===== src/rtl/fpss_pkg.sv =====
// shared constants, types and codes of the flash page and sector splitter
package fpss_pkg;

   localparam int PAGE_BYTES        = 256;
   localparam int SECTOR_BYTES      = 4096;
   localparam int FLASH_BYTES       = 8388608;
   localparam int MAX_REQUEST_BYTES = 16128;
   localparam int RUN_LIMIT         = 64;
   localparam int QUEUE_DEPTH       = 4;

   localparam int ADDR_W   = 23;
   localparam int COUNT_W  = 14;
   localparam int BYTES_W  = 13;
   localparam int CMD_W    = 2;
   localparam int WIDE_W   = 32;

   localparam int PAGE_SHIFT   = $clog2(PAGE_BYTES);
   localparam int SECTOR_SHIFT = $clog2(SECTOR_BYTES);
   localparam int ROOM_W       = PAGE_SHIFT + 1;
   localparam int RUN_W        = $clog2(RUN_LIMIT);
   localparam int PTR_W        = $clog2(QUEUE_DEPTH);
   localparam int FILL_W       = $clog2(QUEUE_DEPTH + 1);

   typedef enum logic [CMD_W-1:0] {
      CMD_PROGRAM = 2'd0,
      CMD_ERASE   = 2'd1,
      CMD_REJECT  = 2'd2,
      CMD_EMPTY   = 2'd3
   } command_type;

   // one classified request waiting for the emitter
   typedef struct packed {
      command_type        command;
      logic [ADDR_W-1:0]  address;
      logic [COUNT_W-1:0] remaining;
      logic [RUN_W-1:0]   blocks_left;
   } job_type;

endpackage


===== src/rtl/fpss_if.sv =====
// request and response channel interfaces of the flash splitter
interface fpss_req_if;
   logic                         valid;
   logic                         ready;
   logic                         operation;
   logic [fpss_pkg::ADDR_W-1:0]  start_address;
   logic [fpss_pkg::COUNT_W-1:0] byte_count;

   modport source (output valid, output operation, output start_address,
                   output byte_count, input ready);
   modport sink   (input valid, input operation, input start_address,
                   input byte_count, output ready);
endinterface

interface fpss_rsp_if;
   logic                         valid;
   logic                         ready;
   logic [fpss_pkg::CMD_W-1:0]   command;
   logic [fpss_pkg::ADDR_W-1:0]  chunk_address;
   logic [fpss_pkg::BYTES_W-1:0] chunk_bytes;
   logic                         last;

   modport source (output valid, output command, output chunk_address,
                   output chunk_bytes, output last, input ready);
   modport sink   (input valid, input command, input chunk_address,
                   input chunk_bytes, input last, output ready);
endinterface


===== src/rtl/fpss_classify.sv =====
// front end: accepts requests and classifies them into jobs for the queue
module fpss_classify (
   fpss_req_if.sink          req_link,
   input  logic              queue_full,
   output logic              push_valid,
   output fpss_pkg::job_type push_job
);
   import fpss_pkg::*;

   logic [WIDE_W-1:0] start_w;
   logic [WIDE_W-1:0] count_w;
   logic [WIDE_W-1:0] offset;
   logic [WIDE_W-1:0] span;
   logic [WIDE_W-1:0] blocks_m1;
   logic              count_zero;
   logic              over_flash;
   logic              over_limit;
   logic              too_many;

   always_comb begin
      start_w    = WIDE_W'(req_link.start_address);
      count_w    = WIDE_W'(req_link.byte_count);
      count_zero = (req_link.byte_count == '0);
      over_flash = (start_w >= WIDE_W'(FLASH_BYTES)) ||
                   (start_w + count_w > WIDE_W'(FLASH_BYTES));
      over_limit = count_w > WIDE_W'(MAX_REQUEST_BYTES);
      // blocks touched minus one, from the offset inside the first block
      if (req_link.operation) begin
         offset    = start_w & WIDE_W'(SECTOR_BYTES - 1);
         span      = offset + count_w - WIDE_W'(1);
         blocks_m1 = span >> SECTOR_SHIFT;
      end else begin
         offset    = start_w & WIDE_W'(PAGE_BYTES - 1);
         span      = offset + count_w - WIDE_W'(1);
         blocks_m1 = span >> PAGE_SHIFT;
      end
      too_many = !count_zero && (blocks_m1 >= WIDE_W'(RUN_LIMIT));

      push_job.address     = req_link.start_address;
      push_job.remaining   = req_link.byte_count;
      push_job.blocks_left = blocks_m1[RUN_W-1:0];
      if (over_flash || over_limit || too_many) begin
         push_job.command = CMD_REJECT;
      end else if (count_zero) begin
         push_job.command = CMD_EMPTY;
      end else if (req_link.operation) begin
         push_job.command = CMD_ERASE;
         push_job.address = req_link.start_address & ~ADDR_W'(SECTOR_BYTES - 1);
      end else begin
         push_job.command = CMD_PROGRAM;
      end
   end

   assign req_link.ready = !queue_full;
   assign push_valid     = req_link.valid && !queue_full;

endmodule


===== src/rtl/fpss_queue.sv =====
// short job queue between the classifier and the command emitter
module fpss_queue (
   input  logic              clock,
   input  logic              reset,
   input  logic              push_valid,
   input  fpss_pkg::job_type push_job,
   input  logic              pop,
   output logic              full,
   output logic              not_empty,
   output fpss_pkg::job_type head_job
);
   import fpss_pkg::*;

   job_type           entries_ff [QUEUE_DEPTH];
   logic [PTR_W-1:0]  wr_ptr_ff, wr_ptr_in;
   logic [PTR_W-1:0]  rd_ptr_ff, rd_ptr_in;
   logic [FILL_W-1:0] fill_ff, fill_in;
   logic              do_pop;

   assign full      = (fill_ff == FILL_W'(QUEUE_DEPTH));
   assign not_empty = (fill_ff != '0);
   assign head_job  = entries_ff[rd_ptr_ff];
   assign do_pop    = pop && not_empty;

   always_comb begin
      wr_ptr_in = push_valid ? wr_ptr_ff + PTR_W'(1) : wr_ptr_ff;
      rd_ptr_in = do_pop ? rd_ptr_ff + PTR_W'(1) : rd_ptr_ff;
      fill_in   = fill_ff + FILL_W'(push_valid) - FILL_W'(do_pop);
   end

   always_ff @(posedge clock) begin
      if (reset) begin
         wr_ptr_ff <= '0;
         rd_ptr_ff <= '0;
         fill_ff   <= '0;
      end else begin
         wr_ptr_ff <= wr_ptr_in;
         rd_ptr_ff <= rd_ptr_in;
         fill_ff   <= fill_in;
      end
   end

   always_ff @(posedge clock) begin
      if (push_valid) begin
         entries_ff[wr_ptr_ff] <= push_job;
      end
   end

endmodule


===== src/rtl/fpss_emitter.sv =====
// back end: walks one job at a time and emits its commands into the output register
module fpss_emitter (
   input  logic              clock,
   input  logic              reset,
   input  logic              job_valid,
   input  fpss_pkg::job_type head_job,
   output logic              pop,
   fpss_rsp_if.source        rsp_link
);
   import fpss_pkg::*;

   typedef enum logic [1:0] {
      ST_IDLE = 2'b01,
      ST_RUN  = 2'b10
   } emit_state_type;

   emit_state_type      state_ff, state_in;
   job_type             cur_ff, cur_in;
   logic                rsp_valid_ff, rsp_valid_in;
   logic [CMD_W-1:0]    command_ff;
   logic [ADDR_W-1:0]   address_ff;
   logic [BYTES_W-1:0]  bytes_ff;
   logic                last_ff;

   logic                slot_free;
   logic                emit;
   logic [ROOM_W-1:0]   room;
   logic [COUNT_W-1:0]  room_c;
   logic [COUNT_W-1:0]  chunk_n;
   logic [BYTES_W-1:0]  gen_bytes;
   logic                gen_last;
   job_type             advanced;

   assign slot_free = !rsp_valid_ff || rsp_link.ready;

   always_comb begin
      // room left in the current page
      room     = ROOM_W'(PAGE_BYTES) - ROOM_W'(cur_ff.address[PAGE_SHIFT-1:0]);
      room_c   = COUNT_W'(room);
      chunk_n  = (room_c < cur_ff.remaining) ? room_c : cur_ff.remaining;
      advanced = cur_ff;
      case (cur_ff.command)
         CMD_PROGRAM: begin
            gen_bytes          = chunk_n[BYTES_W-1:0];
            gen_last           = (cur_ff.remaining == chunk_n);
            advanced.address   = cur_ff.address + ADDR_W'(chunk_n);
            advanced.remaining = cur_ff.remaining - chunk_n;
         end
         CMD_ERASE: begin
            gen_bytes            = BYTES_W'(SECTOR_BYTES);
            gen_last             = (cur_ff.blocks_left == '0);
            advanced.address     = cur_ff.address + ADDR_W'(SECTOR_BYTES);
            advanced.blocks_left = cur_ff.blocks_left - RUN_W'(1);
         end
         default: begin
            gen_bytes = '0;
            gen_last  = 1'b1;
         end
      endcase
   end

   always_comb begin
      state_in = state_ff;
      cur_in   = cur_ff;
      pop      = 1'b0;
      emit     = 1'b0;
      case (state_ff)
         ST_IDLE: begin
            if (job_valid) begin
               pop      = 1'b1;
               cur_in   = head_job;
               state_in = ST_RUN;
            end
         end
         ST_RUN: begin
            if (slot_free) begin
               emit   = 1'b1;
               cur_in = advanced;
               if (gen_last) begin
                  state_in = ST_IDLE;
               end
            end
         end
         default: begin
            state_in = ST_IDLE;
         end
      endcase
      rsp_valid_in = emit || (rsp_valid_ff && !rsp_link.ready);
   end

   always_ff @(posedge clock) begin
      if (reset) begin
         state_ff     <= ST_IDLE;
         rsp_valid_ff <= 1'b0;
      end else begin
         state_ff     <= state_in;
         rsp_valid_ff <= rsp_valid_in;
      end
   end

   always_ff @(posedge clock) begin
      cur_ff <= cur_in;
      if (emit) begin
         command_ff <= cur_ff.command;
         address_ff <= cur_ff.address;
         bytes_ff   <= gen_bytes;
         last_ff    <= gen_last;
      end
   end

   assign rsp_link.valid         = rsp_valid_ff;
   assign rsp_link.command       = command_ff;
   assign rsp_link.chunk_address = address_ff;
   assign rsp_link.chunk_bytes   = bytes_ff;
   assign rsp_link.last          = last_ff;

endmodule


===== src/rtl/flash_page_sector_splitter_core.sv =====
// top level of the flash page and sector splitter
// Each request transaction (write or erase, start address, byte count) turns into a run of
// response transactions: page programs split at page boundaries, one sector erase per sector
// touched, or a single rejected or empty-done response; the final response of a run has last
// set. A request is classified in the cycle it is accepted and parked in a four-entry job
// queue, so requests keep flowing in while earlier runs are still being emitted. The emitter
// picks up a job in its idle state and then, in its run state, produces one command per
// cycle while the output register is free; a rejected or empty request yields a single
// command, and a write yields at most 64 page programs.
module flash_page_sector_splitter_core (
   input logic        clock,
   input logic        reset,
   fpss_req_if.sink   req_link,
   fpss_rsp_if.source rsp_link
);
   import fpss_pkg::*;

   logic    push_valid;
   job_type push_job;
   logic    queue_full;
   logic    queue_not_empty;
   job_type head_job;
   logic    pop;

   fpss_classify u_classify (
      .req_link   (req_link),
      .queue_full (queue_full),
      .push_valid (push_valid),
      .push_job   (push_job)
   );

   fpss_queue u_queue (
      .clock      (clock),
      .reset      (reset),
      .push_valid (push_valid),
      .push_job   (push_job),
      .pop        (pop),
      .full       (queue_full),
      .not_empty  (queue_not_empty),
      .head_job   (head_job)
   );

   fpss_emitter u_emitter (
      .clock     (clock),
      .reset     (reset),
      .job_valid (queue_not_empty),
      .head_job  (head_job),
      .pop       (pop),
      .rsp_link  (rsp_link)
   );

   // rejected and empty results are single-transaction runs with no bytes
   a_single_result: assert property (@(posedge clock) disable iff (reset)
      (rsp_link.valid && (rsp_link.command == CMD_REJECT || rsp_link.command == CMD_EMPTY))
      |-> (rsp_link.last && rsp_link.chunk_bytes == '0))
      else $error("reject or empty result without last or with bytes");

   // a page program never crosses a page boundary and is never empty
   a_program_in_page: assert property (@(posedge clock) disable iff (reset)
      (rsp_link.valid && rsp_link.command == CMD_PROGRAM)
      |-> (rsp_link.chunk_bytes != '0 &&
           (WIDE_W'(rsp_link.chunk_address[PAGE_SHIFT-1:0]) + WIDE_W'(rsp_link.chunk_bytes)
            <= WIDE_W'(PAGE_BYTES))))
      else $error("page program chunk crosses a page boundary");

   // sector erases are aligned
   a_erase_aligned: assert property (@(posedge clock) disable iff (reset)
      (rsp_link.valid && rsp_link.command == CMD_ERASE)
      |-> (rsp_link.chunk_address[SECTOR_SHIFT-1:0] == '0))
      else $error("sector erase at unaligned address");

   // the queue never takes a job while full
   a_no_overflow: assert property (@(posedge clock) disable iff (reset)
      queue_full |-> !push_valid)
      else $error("job queue overflow");

endmodule

===== src/flat_wrapper.sv =====
// flat-port wrapper written by rule: the top's interface ports become plain ports
module flash_page_sector_splitter_core_flat import fpss_pkg::*;
  (clock, reset, req_link_valid, req_link_operation, req_link_start_address, req_link_byte_count, req_link_ready, rsp_link_valid, rsp_link_command, rsp_link_chunk_address, rsp_link_chunk_bytes, rsp_link_last, rsp_link_ready);
  fpss_req_if req_link_i ();
  fpss_rsp_if rsp_link_i ();
  input logic clock;
  input logic reset;
  input wire logic [$bits(req_link_i.valid)-1:0] req_link_valid;
  input wire logic [$bits(req_link_i.operation)-1:0] req_link_operation;
  input wire logic [$bits(req_link_i.start_address)-1:0] req_link_start_address;
  input wire logic [$bits(req_link_i.byte_count)-1:0] req_link_byte_count;
  output wire logic [$bits(req_link_i.ready)-1:0] req_link_ready;
  output wire logic [$bits(rsp_link_i.valid)-1:0] rsp_link_valid;
  output wire logic [$bits(rsp_link_i.command)-1:0] rsp_link_command;
  output wire logic [$bits(rsp_link_i.chunk_address)-1:0] rsp_link_chunk_address;
  output wire logic [$bits(rsp_link_i.chunk_bytes)-1:0] rsp_link_chunk_bytes;
  output wire logic [$bits(rsp_link_i.last)-1:0] rsp_link_last;
  input wire logic [$bits(rsp_link_i.ready)-1:0] rsp_link_ready;
  assign req_link_i.valid = req_link_valid;
  assign req_link_i.operation = req_link_operation;
  assign req_link_i.start_address = req_link_start_address;
  assign req_link_i.byte_count = req_link_byte_count;
  assign req_link_ready = req_link_i.ready;
  assign rsp_link_valid = rsp_link_i.valid;
  assign rsp_link_command = rsp_link_i.command;
  assign rsp_link_chunk_address = rsp_link_i.chunk_address;
  assign rsp_link_chunk_bytes = rsp_link_i.chunk_bytes;
  assign rsp_link_last = rsp_link_i.last;
  assign rsp_link_i.ready = rsp_link_ready;
  flash_page_sector_splitter_core u_core (.clock(clock), .reset(reset), .req_link(req_link_i), .rsp_link(rsp_link_i));
endmodule

===== config.mk =====
export PLATFORM = sky130hd
export DESIGN_NAME = flash_page_sector_splitter_core_flat
export DESIGN_NICKNAME = d
export VERILOG_FILES = /design/src/rtl/fpss_pkg.sv /design/src/rtl/fpss_if.sv /design/src/rtl/fpss_classify.sv /design/src/rtl/fpss_queue.sv /design/src/rtl/fpss_emitter.sv /design/src/rtl/flash_page_sector_splitter_core.sv /design/src/flat_wrapper.sv
export SDC_FILE = /design/constraint.sdc
export NUM_CORES = 1
export LEC_CHECK = 0
export BUFFER_PORTS_ARGS = -buffer_cell sky130_fd_sc_hd__buf_2
export CORE_MARGIN = 2
export CORE_UTILIZATION = 45
export CTS_BUF_LIST = sky130_fd_sc_hd__clkbuf_4 sky130_fd_sc_hd__clkbuf_8
export CTS_CLUSTER_DIAMETER = 150
export CTS_CLUSTER_SIZE = 30
export DETAILED_ROUTE_END_ITERATION = 16
export GPL_TIMING_DRIVEN = 0
export HOLD_SLACK_MARGIN = 0.12
export PLACE_DENSITY = 0.58
export SYNTH_ARGS = -nofsm -noshare
export SYNTH_HDL_FRONTEND = slang
export SYNTH_SLANG_ARGS = --single-unit

===== constraint.sdc =====
create_clock -name clock -period 6.7 [get_ports clock]
set_input_delay 0.335 -clock clock [delete_from_list [all_inputs] [get_ports clock]]
set_output_delay 0.335 -clock clock [all_outputs]
set_load 0.02 [all_outputs]

==> metrics, run 1 <==
post-synthesis mux area share 8.31%; Worst setup EP type register; PwrDens 386 nW/um^2; antenna fix cells 0; Final setup viols 0; Worst EP arrival 6.27 ns; reg2reg setup slack 0.72 ns; sequential share of the synthesized area between 50% and 60%; Slew Viols, Final 0; CTS tree yes; DIE WIDTH 182 um; Bufs and invs on worst path 4; multi-input combinational cell area 5670 sq um; Area Growth Syn to Fin 10.9%; TritonRoute pass-1 iters 4; Top cell by count, worst path o21ai_0; Largest delay share family, worst path compound AO/OA/AOI/OAI gates; total negative slack 0 ns; CTS Sinks 276; post-CTS setup buffer count 0; total CTS buffers 13; Post-Place Cell Area 15400 sq um; reg-to-reg endpoint u_core.u_emitter.cur_ff[38]$_DFFE_PP_; crit-path max FO 9; Synth Area in XOR/XNOR 3.79%; status complete, no violations; Worst-path clk slew 0.18 ns; largest net degree at the start of global routing 33; Worst-Margin Slew approximately 0.93 ns; initial antenna violation count 0; Hold Path Sink u_core.u_emitter.rsp_link.valid$_SDFF_PP0_; Worst-Skew Late Latency 0.56 ns; Rel. slew slack 37.7%; Routed Antenna Nets 0; cell count of the worst reg-to-reg path 23; worst hold path type primary input to register; Adder-Cell Fraction of Synth Area 8.86%; share of cells above drive strength 1 14.7%; root buffer cell clkbuf_8; Synth Cell Area about 14000 sq um; Starting DRT DRC Count 602; largest family of logic cells by synthesized area compound AO/OA/AOI/OAI gates; placer congestion estimate 0.883; core area 31500 sq um; # H-tree levels 1; Top FF cell, synth edfxtp_1; DRT Wirelength 31700 um; CTS Buffer Depth 3; Max VDD drop approximately 0.18 mV; Post-synth ARST share 0%; critical path data required time 6.99 ns; Syn. warnings 0; post-synth cell types 72; die boundary height between 150 and 200 um; CP Cell Sequence inv_1, ha_1, inv_1, or3_1, xor2_1, ha_1, and2_1, o21ai_0, o21ai_0, o31a_1, o31ai_1, clkbuf_2, mux2i_1, ha_1, inv_1, fa_1, o21ai_0, a211oi_1, o41ai_1, mux2_2, nand3_1, xor2_1, o21ai_0; Critical Path Start Type register; total track usage 19.4%; fillcell total 2758; Pleak approximately 6 nW; Final Hold Vio Count 0; I/O Pins just over 80; initial core utilization 45.5%; period utilization 89.2%; post-DP HPWL about 24000 um; Crit Path Class register to register; buffers added on ports 81; Synth Area in Compound Gates 9.70%; Worst Skew 0.0523 ns; Mapped Cells 1108; vias post-DR 9012; Critical Path Max Stage Delay 0.53 ns; RSZ-0062 raised after global routing no; Mean Syn Cell Area 12.9 sq um; via/cell ratio 5.48; post-synthesis simple-gate area fraction about 8.6%; Rows between 60 and 70; Max-Cap Viols 0; vias in the first global route around 9000; Final min period between 5 and 6 ns; Achievable Freq ~0.17 GHz; first-pass GRT wire length about 50000 um; flops & latches, synth 276; highest-delay cell along the critical path edfxtp_1; reg2reg start u_core.u_emitter.cur_ff[21]$_DFFE_PP_; Hold Crit Depth 4; EDFF count, synth 264; worst min-delay path startpoint rsp_link_ready; fin nets 1382; Residual DRC 0; Seq. cell area 8170 sq um; GR Overflow Total 0; Finished Cell Area approximately 16000 sq um; DR WL/cell 19.3 um; die area 33300 sq um
metal layers:
| metal | GRT usage, % | part of all wire (%) |
|---|---|---|
| met4 | 4.35 | 1.9 |
| met5 | 0 | 0 |
| met3 | 1.58 | 2.6 |
| met1 | 27.2 | 47 |
| met2 | 33.2 | 48 |
worst min-delay path: stages:
cell,delay [ns]
buf_2,0.08
nor2b_1,0.09
nor2_1,0.11
nor2_1,0.04
placed cells by master, fill, tap and decap left out, types with 5 or more instances in the layout:
cell,count
mux2_2,5
mux4_2,45
and3_1,7
o21ai_0,77
clkbuf_1,28
buf_2,86
nor4_1,7
buf_1,5
a211oi_1,6
buf_12,5
nand2_1,87
o31ai_1,5
xor2_1,25
mux2i_1,12
or2_2,5
a31oi_1,5
edfxtp_1,264
nor2b_1,12
o21a_1,5
dlygate4sd3_1,24
a21oi_1,47
dfxtp_1,12
a21o_1,8
nand3_1,21
nand2b_1,5
nor2_1,50
inv_1,97
clkbuf_8,13
or3_1,9
o211ai_1,19
xnor2_1,37
nor3_1,13
o21bai_1,6
ha_1,95
conb_1,7
nand4_1,11
and2_1,7
final cells by class:
type | instances | area share [%]
buffer | 40 | 1.04
sequential | 276 | 51.5
multi-input combinational | 701 | 35.7
clock inverter | 1 | 0.189
inverter | 97 | 2.29
clock buffer | 17 | 1.32
tap | 402 | 3.17
timing repair buffer | 112 | 4.82
cells by family (layout without fill, tap and decap cells):
kind of cell             Yosys count  after routing
adder cells (fa/ha/maj)           99             99
buffers and inverters            137            267
XOR/XNOR                          62             62
AND/OR/NAND/NOR                  252            252
AO/OA/AOI/OAI                    219            219
flip-flops                       276            276
other                              1              7
multiplexers                      62             62
where the power goes:
part	total [W]	internal, W	leakage [nW]	switching [W]
registers	0.00260	0.00240	2.55	0.000205
logic	0.00280	0.00115	3.30	0.00165
clock network	0.000725	0.000213	0.123	0.000512
total	0.00613	0.00376	5.97	0.00236
Yosys cell counts (4+ instances only):
master,n,area (sq um)
a211oi_1,9,67.6
a21o_1,8,60.1
a21oi_1,47,235
a31oi_1,5,31.3
and2_1,7,43.8
and3_1,11,68.8
buf_1,6,22.5
buf_2,5,25.0
clkbuf_1,28,105
dfxtp_1,12,240
edfxtp_1,264,7930
fa_1,4,80.1
ha_1,95,1190
inv_1,97,364
mux2_2,5,56.3
mux2i_1,12,120
mux4_2,45,1010
nand2_1,87,327
nand2b_1,5,31.3
nand3_1,21,105
nand4_1,11,68.8
nor2_1,51,191
nor2b_1,12,75.1
nor3_1,13,65.1
nor4_1,7,43.8
o211ai_1,19,143
o21a_1,5,37.5
o21ai_0,77,385
o21bai_1,6,45.0
o31ai_1,5,37.5
or2_2,5,31.3
or3_1,9,56.3
xnor2_1,37,324
xor2_1,25,219
worst max-delay path by stage:
stage | startpoint | to | slack [ns] | cells past startpoint
final | u_core.u_emitter.cur_ff[21]$_DFFE_PP_ | u_core.u_emitter.cur_ff[38]$_DFFE_PP_ | 0.72 | 23
after global routing | u_core.u_emitter.cur_ff[21]$_DFFE_PP_ | u_core.u_emitter.cur_ff[38]$_DFFE_PP_ | 0.15 | 23
after CTS | u_core.u_emitter.cur_ff[21]$_DFFE_PP_ | u_core.u_emitter.cur_ff[17]$_DFFE_PP_ | 0.44 | 22
after detailed placement | u_core.u_emitter.cur_ff[21]$_DFFE_PP_ | u_core.u_emitter.cur_ff[17]$_DFFE_PP_ | 0.48 | 22
after global placement | u_core.u_emitter.cur_ff[21]$_DFFE_PP_ | u_core.u_emitter.cur_ff[42]$_DFFE_PP_ | 0.53 | 23
after floorplan | u_core.u_emitter.cur_ff[21]$_DFFE_PP_ | u_core.u_emitter.cur_ff[38]$_DFFE_PP_ | 1.43 | 23
repair_timing:
action	CTS	global route
endpoints found under the hold margin	85	8
hold buffers	22	2
resized for setup	0	1
setup endpoints to repair	0	8
stage by stage:
step / utilization [%] / power [W] / std cells / setup slack [ns] / hold slack (ns)
2_1_floorplan: - / 0.00462 / 1114 / 1.43 / 0.407
3_3_place_gp: 48.4 / 0.00536 / 1597 / 0.530 / 0.434
3_5_place_dp: 48.9 / 0.00543 / 1604 / 0.477 / 0.452
4_1_cts: 50.4 / 0.00617 / 1644 / 0.442 / 0.125
5_1_grt: 50.4 / 0.00658 / 1646 / 0.149 / 0.124
6_report: 50.4 / 0.00613 / 1646 / 0.724 / 0.152
sequential cells by signal, indices dropped and copies added (netlist names), named ones only:
| signal | count |
|---|---|
| u_core.u_queue.fill_ff | 3 |
| u_core.u_queue.wr_ptr_ff | 2 |
| u_core.u_emitter.rsp_link.command | 2 |
| u_core.u_emitter.advanced | 2 |
| u_core.u_emitter.rsp_link.valid | 1 |
| u_core.u_queue.rd_ptr_ff | 2 |
| u_core.u_emitter.state_ff | 2 |
| u_core.u_emitter.cur_ff | 43 |
| u_core.u_emitter.rsp_link.chunk_address | 23 |
| u_core.u_queue.entries_ff | 180 |
| u_core.u_emitter.rsp_link.chunk_bytes | 13 |
| u_core.u_emitter.rsp_link.last | 1 |
Power figures use the tool's default switching activity.
==> run 2: changes to the inputs <==
Settings changed: PLACE_DENSITY 0.58 to unset, PLACE_DENSITY_LB_ADDON set to 0.12, SYNTH_HIERARCHICAL set to 1.
==> run 2 against run 1 <==
Compared with the run above: power shrank 0.69%; sequential power is essentially flat; via count shrank 2.5%; worst setup slack improved by 0.48 ns; clock skew decreased by 0.0016 ns; critical path type unchanged; critical endpoint is now u_core/u_emitter/cur_ff[42]$_DFFE_PP_.
==> metrics, run 2 <==
highest routed layer met4; Final Hold Vio Count 0; routed wl met2 14500 um; via/cell ratio 5.46; Worst-path clk slew 0.17 ns; first-pass GRT wire length 48800 um; RSZ-0062 raised after global routing no; placer congestion estimate 0.885; GR Overflow Total 0; Final setup viols 0; flops & latches, synth between 200 and 300; total negative slack 0 ns; CTS Sinks 276; count leader, synth edfxtp_1; DR WL/cell 19.5 um; post-DP HPWL 23600 um; Hold Crit Depth 2; crit-path max FO 9; largest net degree at the start of global routing 32; TritonRoute pass-1 iters 5; Syn. warnings 6; total CTS buffers 13; WL met1 15200 um; Util after Layout 50.1%; metal3 WL ~1100 um; Area Growth Syn to Fin 9.21%; antenna fix cells 0; Synth Cell Area 14500 sq um; WHS 0.162 ns; Slew Viols, Final 0; Critical Path Start Type register; initial antenna violation count 1; Worst-Skew Late Latency approximately 0.54 ns; share of the synthesized area in the top cell type 54.5%; most area-consuming cells after synthesis edfxtp_1, ha_1, mux4_2; Pleak 6.01 nW; most frequent cells after synthesis edfxtp_1, inv_1, ha_1; Starting DRT DRC Count 638; CTS Buffer Depth 3; post-synth top area cell edfxtp_1; DIE WIDTH 184 um; status complete, no violations; core area 31700 sq um; vias in the first global route 8687; post-synth cell types 80; Worst Skew 0.0507 ns; vias post-DR 8789; fin nets 1345; Mapped Cells 1093; post-CTS sizing 0; reg2reg setup slack 1.20 ns; Residual DRC 0; sequential share of the synthesized area 56.1%; Worst EP arrival 5.77 ns; period utilization about 80%; Max-Cap Viols 0; Rows 65; cell count of the worst reg-to-reg path 19; initial core utilization a little under half; buffers added on ports 82; Worst setup EP type register; DRT Wirelength 31400 um; Top FF cell, synth edfxtp_1; Biggest register u_core/u_queue/entries_ff; Rel. slew slack 36.1%; Max VDD drop 0.145 mV; Final min period roughly 5.5 ns; PwrDens 383 nW/um^2; # H-tree levels 1; die boundary height 184 um; total track usage a little under a fifth; Achievable Freq 0.182 GHz; worst hold path type primary input to register; Post-synth ARST share 0%; critical path data required time 6.97 ns; die area 33800 sq um; Mean Syn Cell Area between 10 and 15 sq um; most frequent cells in the layout edfxtp_1, inv_1, ha_1; EDFF count, synth 264; post-CTS setup buffer count 0; Crit Path Class register to register; commonest non-fill, non-tap cell in the layout edfxtp_1; CTS tree yes; Largest register FFs between 150 and 200; root buffer cell clkbuf_8; Routed Antenna Nets 0; I/O Pins 83; share of cells above drive strength 1 around 18%; Worst-Margin Slew between 0.9 and 1 ns
==> run 2: metrics by stage <==
stage / setup WS, ns / cells / power (W) / area, sq um
5_1_grt: 0.807 / 1610 / 0.00653 / 15900
3_5_place_dp: 1.23 / 1589 / 0.00542 / 15600
4_1_cts: 1.17 / 1610 / 0.00613 / 15900
3_3_place_gp: 1.22 / 1583 / 0.00537 / 15500
6_report: 1.20 / 1610 / 0.00608 / 15900
2_1_floorplan: 2.14 / 1099 / 0.00466 / 14600
==> run 2: worst max-delay path: stages, from the launching register on <==
cell and delay (ns):
edfxtp_1 0.56, or3_1 0.43, nor2_1 0.15, nand2_1 0.10, nor3_1 0.29, ha_1 0.30, o211ai_1 0.23, nor2_1 0.08
a21oi_1 0.13, buf_2 0.29, mux2i_1 0.43, ha_1 0.30, inv_1 0.07, fa_1 0.41, nand3b_1 0.21, a2111o_1 0.46
a211oi_2 0.34, o2111ai_1 0.21, xor2_1 0.17, a21oi_1 0.08
==> run 2: logic make-up after synthesis <==
family	Yosys count	synth area share [%]
other	1	0.0258
adder cells (fa/ha/maj)	98	8.63
buffers and inverters	149	5.11
XOR/XNOR	60	3.72
AO/OA/AOI/OAI	207	9.57
flip-flops	276	56.1
AND/OR/NAND/NOR	233	7.96
multiplexers	69	8.84
==> run 2: repair_timing <==
action,4_1_cts,5_1_grt
setup endpoints to repair,0,0
hold endpoints to repair,7,0
hold buffers,3,0
==> run 2: final timing paths <==
check / startpoint / end
setup reg to reg: u_core/u_emitter/cur_ff[22]$_DFFE_PP_ / u_core/u_emitter/cur_ff[42]$_DFFE_PP_
hold / removal: req_link_byte_count[5] / u_core/u_queue/entries_ff[1][11]$_DFFE_PP_
setup / recovery: u_core/u_emitter/cur_ff[22]$_DFFE_PP_ / u_core/u_emitter/cur_ff[42]$_DFFE_PP_
hold reg to reg: u_core/u_emitter/cur_ff[28]$_DFFE_PP_ / u_core/u_emitter/rsp_link.chunk_address[8]$_DFFE_PP_
==> run 2: area by class of cell <==
class,instances,area [sq um]
repair buffers,91,548
clock inverters,1,30.0
fillers,2828,15800
multi-input cells,674,5690
flip-flops and latches,276,8170
inverters,97,364
plain buffers,52,379
well taps,402,503
clock buffers,17,209
==> run 2: where the power goes <==
part / leakage, nW / switching [W] / internal [W]
Sequential: 2.55 / 0.000207 / 0.00237
Clock: 0.123 / 0.000483 / 0.000213
Combinational: 3.34 / 0.00162 / 0.00119
Total: 6.01 / 0.00231 / 0.00378
==> run 2: layer usage <==
metal / GRT usage [%] / up-vias
met5: 0 / -
met4: 3.58 / 0
met3: 1.90 / 28
met2: 30.7 / 185
met1: 27.5 / 4280
li1: - / 4296
